===== config.mk =====
export PLATFORM = sky130hd
export DESIGN_NAME = cbor_item_stream_decoder
export DESIGN_NICKNAME = d
export VERILOG_FILES = /design/src/design/cisd_pkg.sv /design/src/design/cbor_item_stream_decoder.sv
export SDC_FILE = /design/constraint.sdc
export NUM_CORES = 1
export LEC_CHECK = 0
export ABC_CLOCK_PERIOD_IN_PS = 7000
export BUFFER_PORTS_ARGS = -buffer_cell sky130_fd_sc_hd__buf_2
export CORE_ASPECT_RATIO = 2
export CORE_MARGIN = 4
export CORE_UTILIZATION = 54
export DETAILED_ROUTE_END_ITERATION = 7
export GPL_TIMING_DRIVEN = 0
export PLACE_DENSITY = 0.73
export SYNTH_ARGS = -nofsm -noshare
export SYNTH_HDL_FRONTEND = slang
export SYNTH_SLANG_ARGS = --single-unit

===== constraint.sdc =====
create_clock -name clk_i -period 7 [get_ports clk_i]
set_input_delay 0.35 -clock clk_i [delete_from_list [all_inputs] [get_ports clk_i]]
set_output_delay 0.35 -clock clk_i [all_outputs]
set_load 0.005 [all_outputs]

===== src/design/cisd_pkg.sv =====
// Types and constants shared by the CBOR item stream decoder.
package cisd_pkg;

  typedef enum logic [2:0] {
    EV_ABSORB  = 3'd0,
    EV_HEAD    = 3'd1,
    EV_PAYLOAD = 3'd2,
    EV_VALUE   = 3'd3,
    EV_ERROR   = 3'd4
  } event_e;

  typedef enum logic [2:0] {
    ERR_NONE       = 3'd0,
    ERR_NESTED_TAG = 3'd1,
    ERR_RESERVED   = 3'd2,
    ERR_SIMPLE     = 3'd3,
    ERR_BIGINT_LEN = 3'd4
  } err_e;

  typedef enum logic [4:0] {
    PH_IDLE    = 5'b00001,
    PH_ARG     = 5'b00010,
    PH_PAYLOAD = 5'b00100,
    PH_FIXED   = 5'b01000,
    PH_HALT    = 5'b10000
  } phase_e;

  localparam logic [3:0] KindPos    = 4'd0;
  localparam logic [3:0] KindBin    = 4'd2;
  localparam logic [3:0] KindStr    = 4'd3;
  localparam logic [3:0] KindFalse  = 4'd6;
  localparam logic [3:0] KindBreak  = 4'd10;
  localparam logic [3:0] KindF16    = 4'd11;
  localparam logic [3:0] KindBigint = 4'd14;

  localparam logic [2:0] MajorTag       = 3'b110;
  localparam logic [4:0] LastDirectInfo = 5'd23;
  localparam logic [4:0] LastArgInfo    = 5'd27;
  localparam logic [4:0] BigintTagNum   = 5'h02;  // low bits of tag byte 0xC2
  localparam logic [3:0] BigintBytes    = 4'd8;

  typedef struct packed {
    event_e      event_res;
    logic [3:0]  kind;
    logic [63:0] value;
    logic [7:0]  payload_byte;
    logic        last;
    logic        tagged_res;
    logic [4:0]  tag_number;
    err_e        error_code;
  } res_t;

endpackage


===== src/design/cbor_item_stream_decoder.sv =====
// CBOR item stream decoder: head, payload and fixed-width value decoding.
//
// Usage:
//   Input channel: one CBOR byte per request on data_byte_i, qualified by
//   in_valid_i and held off by in_stall_o. Output channel: one result per
//   input byte (event, kind, value, payload byte, last mark, tag fields,
//   error code), qualified by out_valid_o and held off by out_stall_i.
//   Output: a byte's result is registered and appears in the cycle after
//   the byte is accepted. Throughput: one byte per cycle while the output
//   is not stalled; all decoding happens in the single logic stage between
//   the decoder state and the output register, which sets the rate.
//   Stall: while the output register holds a result that is stalled, the
//   input is stalled too; the result and the decoder state are held.
//   Reset: clears the output valid, returns the decoder to waiting for a
//   head byte with no tag held and no error latched.
//   Errors: after an error every further byte answers with an error event
//   carrying the latched code, until reset.
module cbor_item_stream_decoder (
  input  logic                  clk_i,
  input  logic                  rst_ni,
  input  logic                  in_valid_i,
  output logic                  in_stall_o,
  input  logic [7:0]            data_byte_i,
  output logic                  out_valid_o,
  input  logic                  out_stall_i,
  output logic [2:0]            event_res_o,
  output logic [3:0]            kind_o,
  output logic [63:0]           value_o,
  output logic [7:0]            payload_byte_o,
  output logic                  last_o,
  output logic                  tagged_res_o,
  output logic [4:0]            tag_number_o,
  output logic [2:0]            error_code_o
);
  import cisd_pkg::*;

  phase_e      phase_q, phase_d;
  logic [3:0]  left_q, left_d;
  logic [63:0] acc_q, acc_d;
  logic [63:0] remain_q, remain_d;
  logic [3:0]  cur_kind_q, cur_kind_d;
  logic [4:0]  held_tag_q, held_tag_d;
  logic        tag_held_q, tag_held_d;
  err_e        err_q, err_d;
  logic        out_valid_q, out_valid_d;
  res_t        res_q, res_d;
  logic        accept;

  assign in_stall_o = out_valid_q & out_stall_i;
  assign accept     = in_valid_i & ~in_stall_o;

  always_comb begin
    logic [2:0]  major;
    logic [4:0]  info;
    logic [63:0] acc_n;
    logic [3:0]  left_n;
    logic [63:0] remain_n;
    logic        do_head;
    logic [3:0]  head_kind;
    logic [63:0] head_arg;
    logic        take;
    logic        drop;
    logic        fail;
    err_e        fail_code;

    major     = data_byte_i[7:5];
    info      = data_byte_i[4:0];
    acc_n     = {acc_q[55:0], data_byte_i};
    left_n    = left_q - 4'd1;
    remain_n  = remain_q - 64'd1;
    do_head   = 1'b0;
    head_kind = KindPos;
    head_arg  = '0;
    take      = 1'b0;
    drop      = 1'b0;
    fail      = 1'b0;
    fail_code = ERR_NONE;

    phase_d    = phase_q;
    left_d     = left_q;
    acc_d      = acc_q;
    remain_d   = remain_q;
    cur_kind_d = cur_kind_q;
    err_d      = err_q;
    res_d      = '0;
    res_d.event_res  = EV_ABSORB;
    res_d.error_code = ERR_NONE;

    case (phase_q)
      PH_HALT: begin
        fail      = 1'b1;
        fail_code = err_q;
      end
      PH_ARG: begin
        acc_d  = acc_n;
        left_d = left_n;
        if (left_n == 4'd0) begin
          do_head   = 1'b1;
          head_kind = cur_kind_q;
          head_arg  = acc_n;
        end
      end
      PH_PAYLOAD: begin
        remain_d           = remain_n;
        res_d.event_res    = EV_PAYLOAD;
        res_d.kind         = cur_kind_q;
        res_d.payload_byte = data_byte_i;
        res_d.last         = (remain_n == 64'd0);
        if (remain_n == 64'd0) begin
          phase_d = PH_IDLE;
          drop    = 1'b1;
        end
      end
      PH_FIXED: begin
        acc_d  = acc_n;
        left_d = left_n;
        if (left_n == 4'd0) begin
          res_d.event_res = EV_VALUE;
          res_d.kind      = cur_kind_q;
          res_d.value     = acc_n;
          phase_d         = PH_IDLE;
          drop            = 1'b1;
        end
      end
      default: begin
        phase_d = PH_IDLE;
        if (major == MajorTag) begin
          if (tag_held_q) begin
            fail      = 1'b1;
            fail_code = ERR_NESTED_TAG;
          end else begin
            take = 1'b1;
          end
        end else if (major < MajorTag) begin
          if (info > LastArgInfo) begin
            fail      = 1'b1;
            fail_code = ERR_RESERVED;
          end else if (info <= LastDirectInfo) begin
            do_head   = 1'b1;
            head_kind = {1'b0, major};
            head_arg  = {59'd0, info};
          end else begin
            // argument of 1, 2, 4 or 8 bytes follows
            phase_d    = PH_ARG;
            cur_kind_d = {1'b0, major};
            left_d     = 4'd1 << info[1:0];
            acc_d      = '0;
          end
        end else if (data_byte_i inside {[8'hF4:8'hF7]}) begin
          res_d.event_res = EV_HEAD;
          res_d.kind      = KindFalse + {2'b00, data_byte_i[1:0]};
          drop            = 1'b1;
        end else if (data_byte_i == 8'hFF) begin
          res_d.event_res = EV_HEAD;
          res_d.kind      = KindBreak;
          drop            = 1'b1;
        end else if (data_byte_i inside {[8'hF9:8'hFB]}) begin
          // float16/32/64 collect 2, 4 or 8 raw bytes
          phase_d    = PH_FIXED;
          cur_kind_d = KindF16 - 4'd1 + {2'b00, data_byte_i[1:0]};
          left_d     = 4'd1 << data_byte_i[1:0];
          acc_d      = '0;
        end else begin
          fail      = 1'b1;
          fail_code = ERR_SIMPLE;
        end
      end
    endcase

    if (do_head) begin
      if (head_kind == KindBin && tag_held_q && held_tag_q == BigintTagNum) begin
        if (head_arg != {60'd0, BigintBytes}) begin
          fail      = 1'b1;
          fail_code = ERR_BIGINT_LEN;
        end else begin
          phase_d    = PH_FIXED;
          cur_kind_d = KindBigint;
          left_d     = BigintBytes;
          acc_d      = '0;
        end
      end else begin
        res_d.event_res = EV_HEAD;
        res_d.kind      = head_kind;
        res_d.value     = head_arg;
        if ((head_kind == KindBin || head_kind == KindStr) && head_arg != 64'd0) begin
          phase_d    = PH_PAYLOAD;
          cur_kind_d = head_kind;
          remain_d   = head_arg;
        end else begin
          phase_d = PH_IDLE;
          drop    = 1'b1;
        end
      end
    end

    // tag fields show the tag of this byte's item, before any drop
    if (fail) begin
      phase_d          = PH_HALT;
      err_d            = fail_code;
      res_d            = '0;
      res_d.event_res  = EV_ERROR;
      res_d.error_code = fail_code;
      tag_held_d       = 1'b0;
      held_tag_d       = '0;
    end else begin
      if (take) begin
        res_d.tagged_res = 1'b1;
        res_d.tag_number = info;
      end else begin
        res_d.tagged_res = tag_held_q;
        res_d.tag_number = tag_held_q ? held_tag_q : 5'd0;
      end
      if (drop) begin
        tag_held_d = 1'b0;
        held_tag_d = '0;
      end else if (take) begin
        tag_held_d = 1'b1;
        held_tag_d = info;
      end else begin
        tag_held_d = tag_held_q;
        held_tag_d = held_tag_q;
      end
    end
  end

  always_comb begin
    out_valid_d = out_valid_q;
    if (accept) begin
      out_valid_d = 1'b1;
    end else if (!out_stall_i) begin
      out_valid_d = 1'b0;
    end
  end

  always_ff @(posedge clk_i or negedge rst_ni) begin
    if (!rst_ni) begin
      phase_q     <= PH_IDLE;
      left_q      <= '0;
      acc_q       <= '0;
      remain_q    <= '0;
      cur_kind_q  <= '0;
      held_tag_q  <= '0;
      tag_held_q  <= 1'b0;
      err_q       <= ERR_NONE;
      out_valid_q <= 1'b0;
    end else begin
      out_valid_q <= out_valid_d;
      if (accept) begin
        phase_q    <= phase_d;
        left_q     <= left_d;
        acc_q      <= acc_d;
        remain_q   <= remain_d;
        cur_kind_q <= cur_kind_d;
        held_tag_q <= held_tag_d;
        tag_held_q <= tag_held_d;
        err_q      <= err_d;
      end
    end
  end

  always_ff @(posedge clk_i) begin
    if (accept) begin
      res_q <= res_d;
    end
  end

  assign out_valid_o    = out_valid_q;
  assign event_res_o    = res_q.event_res;
  assign kind_o         = res_q.kind;
  assign value_o        = res_q.value;
  assign payload_byte_o = res_q.payload_byte;
  assign last_o         = res_q.last;
  assign tagged_res_o   = res_q.tagged_res;
  assign tag_number_o   = res_q.tag_number;
  assign error_code_o   = res_q.error_code;

  a_halt_has_code: assert property (@(posedge clk_i) disable iff (!rst_ni)
    phase_q == PH_HALT |-> err_q != ERR_NONE)
    else $error("halted without a latched error code");

  a_error_event_code: assert property (@(posedge clk_i) disable iff (!rst_ni)
    out_valid_o && event_res_o == EV_ERROR |-> error_code_o != ERR_NONE)
    else $error("error event without an error code");

  a_payload_nonzero: assert property (@(posedge clk_i) disable iff (!rst_ni)
    phase_q == PH_PAYLOAD |-> remain_q != 64'd0)
    else $error("payload phase with nothing remaining");

  a_tag_clear: assert property (@(posedge clk_i) disable iff (!rst_ni)
    !tag_held_q |-> held_tag_q == 5'd0)
    else $error("tag number kept without a held tag");

  a_stall_holds_state: assert property (@(posedge clk_i) disable iff (!rst_ni)
    in_stall_o |=> $stable(phase_q) && $stable(acc_q))
    else $error("decoder state moved while stalled");

endmodule

Yosys cells after proc, flatten, opt, wreduce, memory -nomap -nowiden --
Cells that the tools add are included.
Operators by class: bitwise operators 4, shift operators 1, reduce and logical (&&, ||, !) cells 19, add/subtract/negate cells 4, divide/modulo/power cells 0, $mul 0, $lt $le $gt $ge 7, eq/ne operators 11, muxes and demuxes 124
Operators with widths (count):
- $mux 64 | 16
- $pmux 64 s2 | 2
- $mux 71 | 2
- $mux 4 | 26
- $mux 5 | 20
- $mux 70 | 1
- $logic_not 64->1 | 1
- $ne 64x4->1 const B | 1
- $reduce_bool 64->1 | 1
- $sub 64x1->64 const B | 1
- $mux 1 | 32
- $mux 3 | 10
- $pmux 7 s3 | 1
- $ge 8x8->1 const B | 2
- $le 8x8->1 const B | 2
- $pmux 4 s2 | 2
- $pmux 5 s3 | 1
- $mux 2 | 6
- $eq 5x2->1 const B | 2
- $eq 4x2->1 const B | 2
- $eq 8x8->1 const B | 1
- $reduce_or 2->1 | 4
- $mux 6 | 1
- $pmux 3 s2 | 1
- 23 further kinds | 32
Word-level totals: bits in read-only memories 0, register bits after elaboration 240, logic and storage cells 187, input port bits 12, output and inout port bits 91, memory bits (writable) 0, memories 0, latch bits 0

Depth between registers and ports, before layout --
word-level depth 14, gate-level depth with buffers 15, depth with buffers taken out 12

Worst setup path after synthesis --
No wires, ideal clock.
path kind reg-to-reg, start point reg out_valid_q (netlist: out_valid_o), end point reg cur_kind_q[3], arrival time 4267 ps, stages on the path, launching flop included 8, path buffers 2, library setup time 83 ps, required time 6917 ps, clock period less this slack 4350 ps, path slack 2650 ps, cell sequence dfrtp_1 -> nand2_1 -> nand2_1 -> inv_2 -> clkbuf_1 -> clkbuf_1 -> o21ai_0 -> nand2_1
Between the ends: word-level cells in the longest chain between the ends 3
RTL lines:
- from (decl) | line cbor_item_stream_decoder.sv:45 | logic out_valid_q, out_valid_d;
- from (signal assigned) | line cbor_item_stream_decoder.sv:247 | out_valid_q <= out_valid_d;
- $and 1x1->1 | line cbor_item_stream_decoder.sv:49 | assign in_stall_o = out_valid_q & out_stall_i;
- $not 1->1 | line cbor_item_stream_decoder.sv:50 | assign accept = in_valid_i & ~in_stall_o;
- $and 1x1->1 | line cbor_item_stream_decoder.sv:50
- net accept | line cbor_item_stream_decoder.sv:47 | logic accept;
- to (signal assigned) | line cbor_item_stream_decoder.sv:253 | cur_kind_q <= cur_kind_d;
- to (decl) | line cbor_item_stream_decoder.sv:41 | logic [3:0] cur_kind_q, cur_kind_d;
The timed path passes the listed nets, and every way through them passes these cells. A chain may end at the register's enable or synchronous reset.

Worst setup path in the final report --
start point reg phase_q[4], end point reg acc_q[50]
Between the ends: word-level cells in the longest chain between the ends 8, elaborated cells on any way between the ends 18, classes of those cells eq/ne (6); mux (7); reduce/logical (5)
RTL lines:
- from (decl) | line cbor_item_stream_decoder.sv:37 | phase_e phase_q, phase_d;
- from (signal assigned) | line cbor_item_stream_decoder.sv:249 | phase_q <= phase_d;
- parallel branches: the longest is 7 deep, another holds $pmux 64 s2
- $mux 64 * | line cbor_item_stream_decoder.sv:170 | if (do_head) begin
- to (signal assigned) | line cbor_item_stream_decoder.sv:239 | acc_q <= '0;
- to (signal assigned) | line cbor_item_stream_decoder.sv:251 | acc_q <= acc_d;
- to (decl) | line cbor_item_stream_decoder.sv:39 | logic [63:0] acc_q, acc_d;
Every way passes the cells marked *.

==> flow_summary.ini <==
[sta]
finalSetupViolations = 0
finalCriticalPeriod_ns = 5.38
worst_slew_pin_slew_ns = 1.26
grt_setup_unrepaired = false
drv_slew = 0
setup_tns_ns = 0
skew_ns = 0.0333
fin_hold_ws_ns = 0.0531
hold_viol = 0
finalCritPeriodShare = 0.769
slew_headroom = 0.155
fmax_mhz = 186

[layout]
fill_cells = 1890
finalNetCount = 1385
seq_area_um2 = 6250
antennaDiodeCount = 0
multiInputGateArea_um2 = 5550
drive_gt1_frac = 0.123
area_growth_pct = 13.3

[yosys]
yosys-top-cells-count = dfrtp_1 (142), nand2_1 (134), edfxtp_1 (89), nor2_1 (88), o21ai_0 (84)
synth-edff-count = 89
async_flop_share = 0.616
ys_seq_area_frac = 0.513
synth_fp_nets = 1260
synth_top_area_cell = dfrtp_1
synthFlopType = dfrtp_1
avgSynthCellArea_um2 = 9.79
ys_ff_latch = 232
ys_warn_count = 0
netlist_instances = 1244
synth.area.top_cells = dfrtp_1 (29%), edfxtp_1 (22%), a22o_1 (4.7%)
synth_top_area_share = 0.292
syn_area_um2 = 12200
synthDistinctLibCells = 76
synth_most_common_cell = dfrtp_1

[grt]
grt_pass1_vias = 11659
grt_max_degree = 96
grt_pass1_wl_mm = 73.5
grt-ovfl-total = 0
grt_usage = 0.401
antenna_found_initial = 2

[critical_path]
crit_slowest_cell = nor4_1
cp-start-kind = flop
rrSetupSlack_ns = 1.62
end_kind = flop
critPathLaunch = phase_q[4]
crit_path_frequent_cell = clkbuf_1
crit_family = simple AND/OR/NAND/NOR gates
critical_path_required_ns = 7.43
endpoint = acc_q[50]
path_max_fanout = 10
crit_cells = 13
path_cells = clkbuf_1, nor3_1, and3_1, and3_1, clkbuf_1, a31oi_1, nor4_1, and2_1, clkbuf_1, o31ai_1, clkbuf_1, clkbuf_1, a22o_1
cp.arrival_ns = 5.81
slowest_delay_ns = 1.06
r2r-start = phase_q[4]
worstReg2RegEnd = acc_q[50]
crit_type = flop to flop
crit_buf_inv = 5
r2r_cells = 13

[die]
num_rows = 77
die_y_um = 220
num_io_pins = 103
coreArea_um2 = 22200
die_x_um = 114
start_util = 0.550
dieArea_um2 = 25200

[cts]
root_buffer = clkbuf_16
clk_pin_slew_worst_paths_ns = 0.07
cts_tree = yes
numCtsBuffers = 21
clkSinkCount = 232
postCtsResizedCells = 0
htree_levels = 1
insertion_delay_ns = 0.57
clockBufferDepth = 3

[power_and_ir_drop]
p_sw_mw = 1.56
max-vdd-ir-drop_mv = 0.247
seqPwrFrac = 0.416
p_leak_nw = 5.75
pwr-share-clk = 0.291
intPower_mw = 2.61
pwr-share-comb = 0.293
switching_share = 0.374
power_density_nw_per_um2 = 301

[outcome]
status = complete, no violations

[routing]
vias = 11630
wl_mm = 49.8
initialDrtViolationCount = 1284
antenna_left = 0
via_per_inst = 7.01
routedWlPerCell_um = 30.0
drc = 0
drt-pass1-iter-count = 6

[placed_design]
routabilityCongestion = 1.09
portBuffers = 97
hpwl_mm = 36.9

[flow_run]
max-cap-violations = 0

[min_path]
hold_path_class = primary input to flop
power by group through the flow:
stage / registers [mW] / logic (mW) / clock network (mW)
finish: 1.73 / 1.22 / 1.21
global route: 1.74 / 1.30 / 1.26
CTS: 1.72 / 1.18 / 1.20
detailed placement: 1.75 / 1.17 / 0
global placement: 1.75 / 1.15 / 0
floorplan: 1.69 / 0.775 / 0
worst register-to-register path: cells and delay by family (launching register included):
kind / cells / cell delay (ns)
AOI/OAI and AO/OA: 3 / 0.75
and+or+nand+nor: 5 / 2.26
buffers and inverters: 5 / 1.89
DFF: 1 / 0.36
through the flow:
stage	setup WS, ns	cells	power [mW]	cell area (um^2)	utilization
2_1_floorplan	2.65	1244	2.47	12200	-
3_3_place_gp	0.0162	1617	2.90	13000	0.587
3_5_place_dp	1.74	1619	2.92	13100	0.590
4_1_cts	1.81	1659	4.11	13800	0.622
5_1_grt	1.63	1660	4.31	13800	0.623
6_report	1.62	1660	4.16	13800	0.623
how the worst min path moves through the flow:
stage                        from       endpoint  slack (ns)  cells after the start
floorplan                  rst_ni       acc_q[0]        0.05                      0
global placement    held_tag_q[1]  held_tag_q[1]        0.49                      1
global route          out_stall_i    out_valid_o        0.08                      3
CTS                   out_stall_i    out_valid_o        0.06                      3
detailed placement         rst_ni       err_q[1]        0.34                      1
finish                out_stall_i    out_valid_o        0.05                      3
cell usage in the layout (no fill, tap or decap), types with 6 or more instances in the layout:
cell,count
clkbuf_1,78
nand3_1,33
a22o_1,65
edfxtp_1,89
o31ai_1,6
dfrtp_1,142
and2_1,70
nor2_1,87
inv_1,16
or3_1,16
nand2_1,134
buf_2,100
or2_2,10
xor2_1,13
nor4_1,56
and3_1,9
nand4_1,30
o211ai_1,10
nand2b_1,8
or4_1,11
o22ai_1,6
a22oi_1,18
a31oi_1,13
a21oi_1,60
o311ai_0,6
a221o_1,8
nor3_1,42
clkbuf_16,22
buf_1,7
o21ai_0,84
xnor2_1,30
layer usage:
layer,track usage,wire length [um],vias to the layer above
met2,0.695,25200,780
met5,0,8,-
met1,0.379,14900,5599
met4,0.394,6180,2
met3,0.0848,3520,336
li1,-,-,4913
state kept, by name (all words and copies together) (netlist names), 5 cells and up:
signal          flops
acc_q              56
remain_q           64
held_tag_q          5
payload_byte_o      8
tag_number_o        5
phase_q             5
value_o            64
cell type report:
cell class                      count  share of cell area
Inverter                           17             0.00462
Sequential cell                   232               0.453
Buffer                             85              0.0243
Timing Repair Buffer              102              0.0416
Multi-Input combinational cell    910               0.402
Tap cell                          276              0.0250
Clock inverter                      6             0.00471
Clock buffer                       32              0.0455
kinds of logic after synthesis:
family / after synthesis / share of synthesized area
xor gates and xnor gates: 43 / 0.0309
and+or+nand+nor: 547 / 0.242
DFF: 232 / 0.513
muxes: 4 / 0.00339
adders and majority gates: 5 / 0.00493
buffers and inverters: 102 / 0.0325
AOI/OAI and AO/OA: 311 / 0.173
repair_timing:
| item | 4_1_cts | 5_1_grt |
|---|---|---|
| buffers inserted | 0 | 0 |
| hold buffers | 2 | 0 |
| endpoints found under the hold margin | 48 | 0 |
No activity file was read; power rests on OpenSTA's default activity.
